### src/rtl/core/mqmf_pkg.sv
// ----------------------------------------------------------------------------
// mqmf_pkg
// Shared types and constants of the multi-queue message fifo.
// ----------------------------------------------------------------------------
`default_nettype none

package mqmf_pkg;

    localparam int unsigned QID_W    = 4;
    localparam int unsigned SENDER_W = 4;
    localparam int unsigned TTL_W    = 8;
    localparam int unsigned MSG_W    = 32;
    localparam int unsigned STATUS_W = 2;
    localparam int unsigned ENTRY_W  = SENDER_W + TTL_W + MSG_W;

    // operation codes
    localparam logic OP_ENQ = 1'b0;
    localparam logic OP_DEQ = 1'b1;

    // result status codes
    localparam logic [STATUS_W-1:0] ST_OK    = 2'd0;
    localparam logic [STATUS_W-1:0] ST_EMPTY = 2'd1;
    localparam logic [STATUS_W-1:0] ST_FULL  = 2'd2;

    typedef enum logic [1:0] {
        S_IDLE,
        S_LOOKUP,
        S_POP
    } t_state;

endpackage : mqmf_pkg

`default_nettype wire

### src/rtl/core/multi_queue_message_fifo.sv
// ----------------------------------------------------------------------------
// multi_queue_message_fifo
// Per-peer message queues linked through one shared entry store.
// ----------------------------------------------------------------------------
// One word is worked on at a time. An enqueue or a rejected word (full store
// or empty queue) is decided once the queue pointer memory read is back; a
// dequeue of a non-empty queue then waits on the entry and link memory reads
// at the head. Free entries are handed out from a stack of returned entries
// first and then from a never-used counter, so no memory needs clearing after
// reset. A finished result sits in an output register while the next word is
// taken. Queue ids at or above NUM_QUEUES wrap modulo NUM_QUEUES.
`default_nettype none

module multi_queue_message_fifo #(
    parameter int unsigned NUM_QUEUES   = 16,
    parameter int unsigned BUFFER_DEPTH = 64
) (
    input  wire logic                              i_clk,
    input  wire logic                              i_rst_n,
    input  wire logic                              i_in_valid,
    output logic                                   o_in_ready,
    input  wire logic                              i_operation,
    input  wire logic [mqmf_pkg::QID_W-1:0]        i_queue_id,
    input  wire logic [mqmf_pkg::SENDER_W-1:0]     i_sender,
    input  wire logic [mqmf_pkg::TTL_W-1:0]        i_ttl,
    input  wire logic [mqmf_pkg::MSG_W-1:0]        i_message,
    output logic                                   o_out_valid,
    input  wire logic                              i_out_ready,
    output logic      [mqmf_pkg::STATUS_W-1:0]     o_status,
    output logic      [mqmf_pkg::SENDER_W-1:0]     o_out_sender,
    output logic      [mqmf_pkg::TTL_W-1:0]        o_out_ttl,
    output logic      [mqmf_pkg::MSG_W-1:0]        o_out_message
);

    import mqmf_pkg::*;

    localparam int unsigned QW  = (NUM_QUEUES > 1) ? $clog2(NUM_QUEUES) : 1;
    localparam int unsigned AW  = (BUFFER_DEPTH > 1) ? $clog2(BUFFER_DEPTH) : 1;
    localparam int unsigned CW  = $clog2(BUFFER_DEPTH + 1);
    localparam int unsigned MW  = 9;  // wide enough for ids and NUM_QUEUES
    localparam int unsigned PTW = 2 * AW;
    localparam logic [CW-1:0] DEPTH_C = CW'(BUFFER_DEPTH);
    localparam logic [MW-1:0] NQ_C    = MW'(NUM_QUEUES);

    // control and item registers
    t_state r_state, n_state;
    logic                  r_op;
    logic [QW-1:0]         r_q;
    logic [SENDER_W-1:0]   r_sender;
    logic [TTL_W-1:0]      r_ttl;
    logic [MSG_W-1:0]      r_msg;
    logic [NUM_QUEUES-1:0] r_nonempty, n_nonempty;
    logic [CW-1:0]         r_stk_cnt, n_stk_cnt;
    logic [CW-1:0]         r_fresh, n_fresh;

    // result register
    logic                  r_out_valid, n_out_valid;
    logic [STATUS_W-1:0]   r_status, n_status;
    logic [SENDER_W-1:0]   r_out_sender, n_out_sender;
    logic [TTL_W-1:0]      r_out_ttl, n_out_ttl;
    logic [MSG_W-1:0]      r_out_msg, n_out_msg;

    // memory ports
    logic           qp_wr_en, qp_rd_en;
    logic [QW-1:0]  qp_rd_addr;
    logic [PTW-1:0] qp_wr_data, qp_rd_data;
    logic           ent_wr_en, ent_rd_en;
    logic [AW-1:0]  ent_wr_addr, ent_rd_addr;
    logic [ENTRY_W-1:0] ent_wr_data, ent_rd_data;
    logic           lnk_wr_en;
    logic [AW-1:0]  lnk_wr_addr, lnk_wr_data, lnk_rd_data;
    logic           stk_wr_en, stk_rd_en;
    logic [AW-1:0]  stk_wr_addr, stk_rd_addr, stk_wr_data, stk_rd_data;

    logic          accept;
    logic          out_free;
    logic          full;
    logic [AW-1:0] alloc_idx;
    logic [AW-1:0] q_head, q_tail;
    logic [MW-1:0] qid_mod;
    logic [CW-1:0] stk_top;

    // queue id wrap by repeated subtraction, at most eight steps on 9 bits
    always_comb begin
        qid_mod = MW'(i_queue_id);
        for (int i = 0; i < 8; i++) begin
            if (qid_mod >= NQ_C) begin
                qid_mod = qid_mod - NQ_C;
            end
        end
    end

    assign accept      = i_in_valid && o_in_ready;
    assign o_in_ready  = (r_state == S_IDLE);
    assign out_free    = !r_out_valid || i_out_ready;
    assign stk_top     = r_stk_cnt - CW'(1);
    assign full        = (r_stk_cnt == '0) && (r_fresh == DEPTH_C);
    assign alloc_idx   = (r_stk_cnt != '0) ? stk_rd_data : r_fresh[AW-1:0];
    assign q_head      = qp_rd_data[PTW-1:AW];
    assign q_tail      = qp_rd_data[AW-1:0];
    assign qp_rd_en    = accept;
    assign qp_rd_addr  = qid_mod[QW-1:0];
    assign stk_rd_en   = accept;
    assign stk_rd_addr = stk_top[AW-1:0];
    assign ent_rd_addr = q_head;

    always_comb begin
        n_state      = r_state;
        n_nonempty   = r_nonempty;
        n_stk_cnt    = r_stk_cnt;
        n_fresh      = r_fresh;
        n_out_valid  = r_out_valid && !i_out_ready;
        n_status     = r_status;
        n_out_sender = r_out_sender;
        n_out_ttl    = r_out_ttl;
        n_out_msg    = r_out_msg;
        qp_wr_en     = 1'b0;
        qp_wr_data   = {q_head, alloc_idx};
        ent_wr_en    = 1'b0;
        ent_wr_addr  = alloc_idx;
        ent_wr_data  = {r_sender, r_ttl, r_msg};
        ent_rd_en    = 1'b0;
        lnk_wr_en    = 1'b0;
        lnk_wr_addr  = q_tail;
        lnk_wr_data  = alloc_idx;
        stk_wr_en    = 1'b0;
        stk_wr_addr  = r_stk_cnt[AW-1:0];
        stk_wr_data  = q_head;

        unique case (r_state)
            S_IDLE: begin
                if (accept) begin
                    n_state = S_LOOKUP;
                end
            end
            S_LOOKUP: begin
                if (r_op == OP_DEQ && r_nonempty[r_q]) begin
                    // fetch head entry and its successor
                    ent_rd_en = 1'b1;
                    n_state   = S_POP;
                end else if (out_free) begin
                    n_out_valid  = 1'b1;
                    n_out_sender = '0;
                    n_out_ttl    = '0;
                    n_out_msg    = '0;
                    n_state      = S_IDLE;
                    if (r_op == OP_DEQ) begin
                        n_status = ST_EMPTY;
                    end else if (full) begin
                        n_status = ST_FULL;
                    end else begin
                        n_status  = ST_OK;
                        ent_wr_en = 1'b1;
                        qp_wr_en  = 1'b1;
                        if (r_stk_cnt != '0) begin
                            n_stk_cnt = stk_top;
                        end else begin
                            n_fresh = r_fresh + CW'(1);
                        end
                        if (r_nonempty[r_q]) begin
                            lnk_wr_en  = 1'b1;
                            qp_wr_data = {q_head, alloc_idx};
                        end else begin
                            qp_wr_data      = {alloc_idx, alloc_idx};
                            n_nonempty[r_q] = 1'b1;
                        end
                    end
                end
            end
            S_POP: begin
                if (out_free) begin
                    n_out_valid  = 1'b1;
                    n_status     = ST_OK;
                    {n_out_sender, n_out_ttl, n_out_msg} = ent_rd_data;
                    n_state      = S_IDLE;
                    if (q_tail == q_head) begin
                        n_nonempty[r_q] = 1'b0;
                    end else begin
                        qp_wr_en   = 1'b1;
                        qp_wr_data = {lnk_rd_data, q_tail};
                    end
                    if (r_stk_cnt < DEPTH_C) begin
                        stk_wr_en = 1'b1;
                        n_stk_cnt = r_stk_cnt + CW'(1);
                    end
                end
            end
            default: begin
                n_state = S_IDLE;
            end
        endcase
    end

    always_ff @(posedge i_clk) begin
        if (!i_rst_n) begin
            r_state <= S_IDLE;
        end else begin
            r_state <= n_state;
        end
    end

    always_ff @(posedge i_clk) begin
        if (!i_rst_n) begin
            r_nonempty  <= '0;
            r_stk_cnt   <= '0;
            r_fresh     <= '0;
            r_out_valid <= 1'b0;
        end else begin
            r_nonempty  <= n_nonempty;
            r_stk_cnt   <= n_stk_cnt;
            r_fresh     <= n_fresh;
            r_out_valid <= n_out_valid;
        end
    end

    always_ff @(posedge i_clk) begin
        if (accept) begin
            r_op     <= i_operation;
            r_q      <= qid_mod[QW-1:0];
            r_sender <= i_sender;
            r_ttl    <= i_ttl;
            r_msg    <= i_message;
        end
        r_status     <= n_status;
        r_out_sender <= n_out_sender;
        r_out_ttl    <= n_out_ttl;
        r_out_msg    <= n_out_msg;
    end

    assign o_out_valid   = r_out_valid;
    assign o_status      = r_status;
    assign o_out_sender  = r_out_sender;
    assign o_out_ttl     = r_out_ttl;
    assign o_out_message = r_out_msg;

    // head and tail pointers per queue
    mqmf_ram #(
        .WIDTH (PTW),
        .DEPTH (NUM_QUEUES)
    ) u_qptr_ram (
        .i_clk     (i_clk),
        .i_wr_en   (qp_wr_en),
        .i_wr_addr (r_q),
        .i_wr_data (qp_wr_data),
        .i_rd_en   (qp_rd_en),
        .i_rd_addr (qp_rd_addr),
        .o_rd_data (qp_rd_data)
    );

    // sender, ttl and message per entry
    mqmf_ram #(
        .WIDTH (ENTRY_W),
        .DEPTH (BUFFER_DEPTH)
    ) u_entry_ram (
        .i_clk     (i_clk),
        .i_wr_en   (ent_wr_en),
        .i_wr_addr (ent_wr_addr),
        .i_wr_data (ent_wr_data),
        .i_rd_en   (ent_rd_en),
        .i_rd_addr (ent_rd_addr),
        .o_rd_data (ent_rd_data)
    );

    // successor link per entry
    mqmf_ram #(
        .WIDTH (AW),
        .DEPTH (BUFFER_DEPTH)
    ) u_link_ram (
        .i_clk     (i_clk),
        .i_wr_en   (lnk_wr_en),
        .i_wr_addr (lnk_wr_addr),
        .i_wr_data (lnk_wr_data),
        .i_rd_en   (ent_rd_en),
        .i_rd_addr (ent_rd_addr),
        .o_rd_data (lnk_rd_data)
    );

    // returned entries, last in first out
    mqmf_ram #(
        .WIDTH (AW),
        .DEPTH (BUFFER_DEPTH)
    ) u_free_ram (
        .i_clk     (i_clk),
        .i_wr_en   (stk_wr_en),
        .i_wr_addr (stk_wr_addr),
        .i_wr_data (stk_wr_data),
        .i_rd_en   (stk_rd_en),
        .i_rd_addr (stk_rd_addr),
        .o_rd_data (stk_rd_data)
    );

endmodule : multi_queue_message_fifo

`default_nettype wire

### src/rtl/core/mqmf_ram.sv
// ----------------------------------------------------------------------------
// mqmf_ram
// Generic single-write, single-read RAM with registered read data.
// ----------------------------------------------------------------------------
`default_nettype none

module mqmf_ram #(
    parameter int unsigned WIDTH = 8,
    parameter int unsigned DEPTH = 16
) (
    input  wire logic                     i_clk,
    input  wire logic                     i_wr_en,
    input  wire logic [$clog2(DEPTH)-1:0] i_wr_addr,
    input  wire logic [WIDTH-1:0]         i_wr_data,
    input  wire logic                     i_rd_en,
    input  wire logic [$clog2(DEPTH)-1:0] i_rd_addr,
    output logic      [WIDTH-1:0]         o_rd_data
);

    logic [WIDTH-1:0] r_mem [DEPTH];

    always_ff @(posedge i_clk) begin
        if (i_wr_en) begin
            r_mem[i_wr_addr] <= i_wr_data;
        end
        if (i_rd_en) begin
            o_rd_data <= r_mem[i_rd_addr];
        end
    end

endmodule : mqmf_ram

`default_nettype wire

### config.mk
export PLATFORM = sky130hd
export DESIGN_NAME = multi_queue_message_fifo
export DESIGN_NICKNAME = d
export VERILOG_FILES = /design/src/rtl/core/mqmf_pkg.sv /design/src/rtl/core/multi_queue_message_fifo.sv /design/src/rtl/core/mqmf_ram.sv
export SDC_FILE = /design/constraint.sdc
export NUM_CORES = 2
export LEC_CHECK = 0
export BUFFER_PORTS_ARGS = -buffer_cell sky130_fd_sc_hd__buf_2
export CAP_MARGIN = 40
export CORE_ASPECT_RATIO = 0.5
export CORE_UTILIZATION = 40
export CTS_CLUSTER_DIAMETER = 200
export CTS_CLUSTER_SIZE = 16
export DETAILED_ROUTE_END_ITERATION = 8
export GPL_ROUTABILITY_DRIVEN = 1
export PLACE_DENSITY = 0.52
export RECOVER_POWER = 50
export SYNTH_ARGS = -nofsm -noshare
export SYNTH_HDL_FRONTEND = slang
export SYNTH_SLANG_ARGS = --single-unit
### constraint.sdc
create_clock -name i_clk -period 10.3 [get_ports i_clk]
set_input_delay 0 -clock i_clk [delete_from_list [all_inputs] [get_ports i_clk]]
set_output_delay 0 -clock i_clk [all_outputs]
set_load 0.01 [all_outputs]
After elaboration in Yosys (flattened, before gate mapping)
Memory sizes are Yosys's and may differ from the RTL's. A register that Yosys moved wholly into a read port is not among the register bits.
Index checks and enable logic that the tools add are counted.
W data, S select, Z words.
{"block": "totals", "register_bits": 128, "mem_bits_rw": 3776, "inputBits": 53, "out_inout_bits": 48, "elab_cells": 142, "mem_count": 4}
{"memory": "u_entry_ram.r_mem", "depth": 64, "width": 44, "read_ports": 1, "rd_ports_with_merged_regs": 1, "write_ports": 1, "line": "mqmf_ram.sv:20", "rtl": "logic [WIDTH-1:0] r_mem [DEPTH];"}
{"memory": "u_free_ram.r_mem", "depth": 64, "width": 6, "read_ports": 1, "rd_ports_with_merged_regs": 1, "write_ports": 1, "line": "mqmf_ram.sv:20"}
{"memory": "u_link_ram.r_mem", "depth": 64, "width": 6, "read_ports": 1, "rd_ports_with_merged_regs": 1, "write_ports": 1, "line": "mqmf_ram.sv:20"}
{"memory": "u_qptr_ram.r_mem", "depth": 16, "width": 12, "read_ports": 1, "rd_ports_with_merged_regs": 1, "write_ports": 1, "line": "mqmf_ram.sv:20"}
{"block": "op_classes", "addsub": 3, "n_lt_le_gt_ge": 3, "n_eq_ne": 14, "mux": 81, "bitwise_logic": 7, "reduce_logical": 16}
{"op": "$mux W16", "n": 7}
{"op": "$mux W32", "n": 3}
{"op": "$mux W12", "n": 7}
{"op": "$pmux W32 S2", "n": 1}
{"op": "$mux W7", "n": 7}
{"op": "$pmux W16 S2", "n": 1}
{"op": "$mux W1", "n": 30}
{"op": "$mux W8", "n": 3}
{"op": "$pmux W12 S2", "n": 1}
{"op": "$ne A2 B2 Y1 const B", "n": 9}
{"op": "$and A16 B16 Y16", "n": 1}
{"op": "$mux W2", "n": 8}
{"op": "$not A16 Y16", "n": 1}
{"op": "$or A16 B16 Y16", "n": 1}
{"op": "$pmux W8 S2", "n": 1}
{"op": "$reduce_and A8 Y1", "n": 2}
{"op": "$add A7 B1 Y7 const B", "n": 2}
{"op": "$pmux W7 S2", "n": 1}
{"op": "$mux W4", "n": 3}
{"op": "$pmux W4 S2", "n": 1}
{"op": "$eq A7 B7 Y1 const B", "n": 1}
{"op": "$logic_not A7 Y1", "n": 1}
{"op": "$lt A7 B7 Y1 const B", "n": 1}
{"op": "$reduce_bool A7 Y1", "n": 1}
{"op": "21 further kinds", "n": 30}

Logic depth before layout (Yosys ltp)
{"block": "logic_depth", "depth_word": 11, "ltp_mapped": 15, "mapped_depth_nobuf": 9}

Cells and area by module
Synthesis repeated with hierarchy kept, for this count alone.
{"block": "unflattened", "cells_unflattened": 6751, "area_unflattened_um2": 152069.6}
{"module": "mqmf_ram at u_entry_ram", "instances": 1, "cells_per_inst": 4530, "area_per_inst_um2": 108101.2, "seq_area_each_um2": 85882.4}
{"module": "mqmf_ram at u_free_ram ...", "instances": 2, "cells_per_inst": 720, "area_per_inst_um2": 15285.9, "seq_area_each_um2": 11711.2}
{"module": "mqmf_ram at u_qptr_ram", "instances": 1, "cells_per_inst": 329, "area_per_inst_um2": 7719.9, "seq_area_each_um2": 6125.9}
{"module": "multi_queue_message_fifo", "instances": 1, "cells_per_inst": 452, "area_per_inst_um2": 5676.7, "seq_area_each_um2": 3513.4}

Least setup slack after synthesis
No wires, ideal clock.
{"block": "synth_path", "path_type": "flip-flop to flip-flop", "start": "reg r_q[2]", "end": "reg r_out_msg[0], in the netlist o_out_message[0], enable pin", "setup_ns": 0.939, "t_arrival_ns": 7.712, "t_required_ns": 9.361, "setup_slack_ns": 1.649, "stages_incl_launch_ff": 7, "path_buffers": 1, "synth_period_minus_slack_ns": 8.651, "path_cell_list": "edfxtp_1 -> buf_2 -> mux4_2 -> mux2i_1 -> mux2_2 -> nor3_1 -> nor3_1"}
{"block": "synth_via", "elab_chain_cells": 5}
{"item": "start: declaration", "line": "multi_queue_message_fifo.sv:48", "rtl": "logic [QW-1:0] r_q;"}
{"item": "start signal: assignment", "line": "multi_queue_message_fifo.sv:219", "rtl": "r_q <= qid_mod[QW-1:0];"}
{"item": "$bmux W1 S4", "line": "multi_queue_message_fifo.sv:137", "rtl": "if (r_op == OP_DEQ && r_nonempty[r_q]) begin"}
{"item": "$mux W1 (implied by the code)", "line": "multi_queue_message_fifo.sv:137"}
{"item": "$logic_and A1 B1 Y1", "line": "multi_queue_message_fifo.sv:137"}
{"item": "$ne A2 B2 Y1 (no line)"}
{"item": "$reduce_and A4 Y1 (no line)"}
{"item": "end signal: assignment", "line": "multi_queue_message_fifo.sv:227", "rtl": "r_out_msg <= n_out_msg;"}
{"item": "end: declaration", "line": "multi_queue_message_fifo.sv:61", "rtl": "logic [MSG_W-1:0] r_out_msg, n_out_msg;"}
Every way passes these cells. The select of a mux whose other input is x is not followed.
A chain may end at the register's enable or synchronous reset.

Final worst setup path
{"block": "layout_path", "start": "reg r_state[0]", "end": "reg r_ttl[7], enable pin"}
{"block": "layout_via", "elab_chain_cells": 2}
{"item": "start: declaration", "line": "multi_queue_message_fifo.sv:46", "rtl": "t_state r_state, n_state;"}
{"item": "start signal: assignment", "line": "multi_queue_message_fifo.sv:198", "rtl": "r_state <= n_state;"}
{"item": "$logic_not A2 Y1", "line": "multi_queue_message_fifo.sv:94", "rtl": "assign o_in_ready = (r_state == S_IDLE);"}
{"item": "$logic_and A1 B1 Y1", "line": "multi_queue_message_fifo.sv:93", "rtl": "assign accept = i_in_valid && o_in_ready;"}
{"item": "via accept", "line": "multi_queue_message_fifo.sv:75", "rtl": "logic accept;"}
{"item": "end signal: assignment", "line": "multi_queue_message_fifo.sv:221", "rtl": "r_ttl <= i_ttl;"}
{"item": "end: declaration", "line": "multi_queue_message_fifo.sv:50", "rtl": "logic [TTL_W-1:0] r_ttl;"}
The timed path passes the listed nets, and every way through them passes these cells.

==> metrics.txt <==
number of enable flip-flop cells after synthesis 3939; final setup violating endpoints 0; Starting Density 40.3%; data required time of the critical path 10730 ps; final cycle utilization of the critical path 71.7%; routed vias/inst slightly below 6; net count of the mapped netlist 6487; slew at the pin with the worst max-slew slack a little over 4000 ps; TritonCTS clock tree yes; routed length per placed instance ~32 µm; row cnt 159; largest area contributor in the netlist sky130_fd_sc_hd__edfxtp_1; type of element capturing the critical path flop; final-report hold violation count 0; number of distinct library cells after synthesis 61; Final Wtd Congestion 0.786; overall global routing resource usage 19.9%; clock root buffer sky130_fd_sc_hd__clkbuf_16; setup repair after global routing missed its margin false; wire length of the first global-routing pass roughly 550000 µm; largest stage delay on the critical path 2930 ps; leading register cell type out of synthesis sky130_fd_sc_hd__edfxtp_1; most frequent standard cell in the layout excluding fill and tap cells sky130_fd_sc_hd__edfxtp_1; pre-CTS setup slack 5290 ps; setup slack of the critical path after layout approximately 2900 ps; final max-slew violation count 3604; Total Wirelength between 300000 and 400000 µm; fraction of layout instances using a drive strength above 1 between 20 and 30%; number of nets still failing antenna checks after routing 0; cell repeated most along the worst path sky130_fd_sc_hd__clkbuf_1; outcome finished, violations left; FF-to-FF path depth 5; total number of vias 69100; worst clock skew 58.0 ps; violated checks capacitance limit, slew limit; final routed DRC violation total 0; final total negative setup slack 0 ps; kind of start point of the critical path flop; Synth area leaders sky130_fd_sc_hd__edfxtp_1 78%, sky130_fd_sc_hd__mux4_2 17%, sky130_fd_sc_hd__nor2_1 0.76%, sky130_fd_sc_hd__mux2i_1 0.76%, sky130_fd_sc_hd__dfxtp_1 0.44%; maximum number of buffers from clock root to sink 4; area share of the leading cell type in the synthesized netlist 78.0%; maximum number of pins on one net before global-route repair 128; Boundary Pins 101; Power Density roughly 190 nW/µm²; layer with the highest usage after global routing met2; Clock Pin Slew Worst Setup and Hold Paths 80 ps; number of buffers inserted by port buffering 100; post-synthesis sequential area ratio 78.4%; type of the worst setup path flop to flop; crit path time final 7390 ps; hold path cells 3; slew margin rel. -173%; clk sinks 3972; clock latency reported for the late side of the worst-skew pair 910 ps; critical path, cell by cell inv_1 > ha_1 > and2_0 > clkbuf_1 > clkbuf_1; share of the core filled with cells in the final layout 44.9%; hold slack final 63.3 ps; vias in the first global route 71200; floorplan die width 873 µm; iteration-0 DRC count of the detailed router 7409; final layout net count just under 7000; Peak Freq 135 MHz; antenna violations before repair 15; detailed-router iteration count before antenna repair 6; CP arrival between 7000 and 8000 ps; M1 GR Usage 29.2%; number of H-tree levels 5; commonest cells after routing, fill and taps aside 3939 x sky130_fd_sc_hd__edfxtp_1, 1124 x sky130_fd_sc_hd__mux4_2, 305 x sky130_fd_sc_hd__clkbuf_16; max capacitance violation total 62; Worst Hold Class primary input to flop; Syn Std Cell Area 152000 µm²; post-synthesis instance total 6426; overall die area 382000 µm²; grt met2 use 32.4%; gr ovfl total 0; detailed placer's ending HPWL between 200000 and 250000 µm; number of warning messages in the yosys log 0; share of flip-flops with an asynchronous set or reset after synthesis 0%; met3 track utilization from global routing about 2.5%; count of instances resized after the clock tree is built 0; Core Region approximately 380000 µm²; number of buffers inserted during clock tree synthesis 290; synthesized flop and latch total 3972; Worst Path Max Fanout 33; maximum ir drop on the vdd rail 0.133 mV; Avg Synthesized Cell Area 23.6 µm²; chip height 437 µm; Fillers ~31000; Worst path slowest cell sky130_fd_sc_hd__and2_0; Syn-to-layout area delta 11.3%; leakage dissipation a little over 0.05 µW
==> cells by family (layout without fill, tap and decap cells) <==
| kind of cell | Yosys count | count (layout) | synth area share [%] |
|---|---|---|---|
| adders and majority gates | 8 | 8 | 0.0660 |
| AOI/OAI and AO/OA | 263 | 263 | 1.24 |
| muxes | 1240 | 1240 | 17.5 |
| and+or+nand+nor | 554 | 554 | 1.65 |
| DFF | 3972 | 3972 | 78.4 |
| buffers and inverters | 366 | 804 | 1.06 |
| xor gates and xnor gates | 23 | 23 | 0.133 |
| other | 0 | 3 | 0 |
==> worst max-delay path, delay by kind of cell (launching register included) <==
family | cells | cell delay [ps]
adder cells (fa/ha/maj) | 1 | 230
buffers and inverters | 3 | 3340
AND/OR/NAND/NOR | 1 | 2930
flip-flops | 1 | 370
==> cell usage after synthesis, types with 3 or more instances <==
library cell / number
sky130_fd_sc_hd__a22oi_1: 82
sky130_fd_sc_hd__nand3_1: 39
sky130_fd_sc_hd__nor3_1: 15
sky130_fd_sc_hd__nand4_1: 3
sky130_fd_sc_hd__nor2_1: 307
sky130_fd_sc_hd__nand2b_1: 11
sky130_fd_sc_hd__inv_1: 20
sky130_fd_sc_hd__a22o_1: 6
sky130_fd_sc_hd__clkbuf_1: 156
sky130_fd_sc_hd__or2_2: 6
sky130_fd_sc_hd__o32ai_1: 3
sky130_fd_sc_hd__ha_1: 8
sky130_fd_sc_hd__buf_1: 48
sky130_fd_sc_hd__edfxtp_1: 3939
sky130_fd_sc_hd__or3_1: 12
sky130_fd_sc_hd__mux2i_1: 115
sky130_fd_sc_hd__nor3_2: 3
sky130_fd_sc_hd__o21ai_0: 17
sky130_fd_sc_hd__buf_4: 16
sky130_fd_sc_hd__o32a_1: 3
sky130_fd_sc_hd__a31oi_1: 4
sky130_fd_sc_hd__o22ai_1: 57
sky130_fd_sc_hd__mux4_2: 1124
sky130_fd_sc_hd__a221o_1: 5
sky130_fd_sc_hd__dfxtp_1: 33
sky130_fd_sc_hd__a41o_1: 6
sky130_fd_sc_hd__nand3b_1: 8
sky130_fd_sc_hd__o221ai_1: 11
sky130_fd_sc_hd__and2_1: 52
sky130_fd_sc_hd__xor2_1: 10
sky130_fd_sc_hd__buf_2: 121
sky130_fd_sc_hd__a32oi_1: 7
sky130_fd_sc_hd__a21oi_1: 37
sky130_fd_sc_hd__nand2_1: 82
sky130_fd_sc_hd__nor2b_1: 6
sky130_fd_sc_hd__a21oi_2: 3
sky130_fd_sc_hd__xnor2_1: 13
sky130_fd_sc_hd__a311oi_1: 8
==> worst paths after layout <==
path | from | to | slack, ps
setup reg to reg | r_state[0] | r_ttl[7] | 2910
hold reg to reg | flop | flop | 520
hold / removal | i_rst_n | r_fresh[6] | 60
setup / recovery | r_state[0] | r_ttl[7] | 2910
==> per-stage QoR <==
| stage | cells | total power [µW] | cell area [µm²] |
|---|---|---|---|
| 2_1_floorplan | 6426 | 20300 | 152000 |
| 5_1_grt | 11900 | 32900 | 169000 |
| 4_1_cts | 11900 | 32200 | 169000 |
| 3_5_place_dp | 11500 | 21600 | 160000 |
| 6_report | 11900 | 31900 | 169000 |
| 3_3_place_gp | 11400 | 21500 | 159000 |
==> metal layers <==
layer	routed length [µm]	vias up
li1	-	28000
met1	169000	38400
met2	186000	2286
met3	21300	446
met4	8680	6
met5	34	-
==> area by class of cell <==
type / count / area, µm² / share of cell area (%)
tap: 5071 / 6340 / 3.76
clock inverter: 9 / 134 / 0.0793
antenna: 3 / 7.51 / 0.00445
sequential: 3972 / 119000 / 70.4
inverter: 22 / 82.6 / 0.0489
timing repair buffer: 443 / 3880 / 2.30
multi-input combinational: 2088 / 31700 / 18.8
clock buffer: 330 / 7730 / 4.58
==> state kept, by name (all words and copies together) (netlist names), 2 cells and up, named ones only <==
name and count:
o_out_ttl 8, r_ttl 8, u_link_ram.o_rd_data 6, u_link_ram.r_mem 384, u_free_ram.r_mem 384, r_state 2, r_sender 4, o_status 2
u_free_ram.o_rd_data 6, u_qptr_ram.r_mem 192, r_stk_cnt 7, u_entry_ram.o_rd_data 44, r_q 4, u_entry_ram.r_mem 2816, r_fresh 7, u_qptr_ram.o_rd_data 12
r_msg 32, o_out_sender 4, o_out_message 32
==> timing repair <==
action	in CTS	in global routing
buffers inserted	0	0
hold endpoints to repair	124	0
hold buffers	98	0
==> where the power goes <==
| group | switching, µW | leakage (µW) | internal (µW) |
|---|---|---|---|
| clock network | 5350 | 0.00385 | 5300 |
| logic | 1930 | 0.0112 | 1060 |
| registers | 62.5 | 0.0358 | 18200 |
No activity file was read; power rests on OpenSTA's default activity.
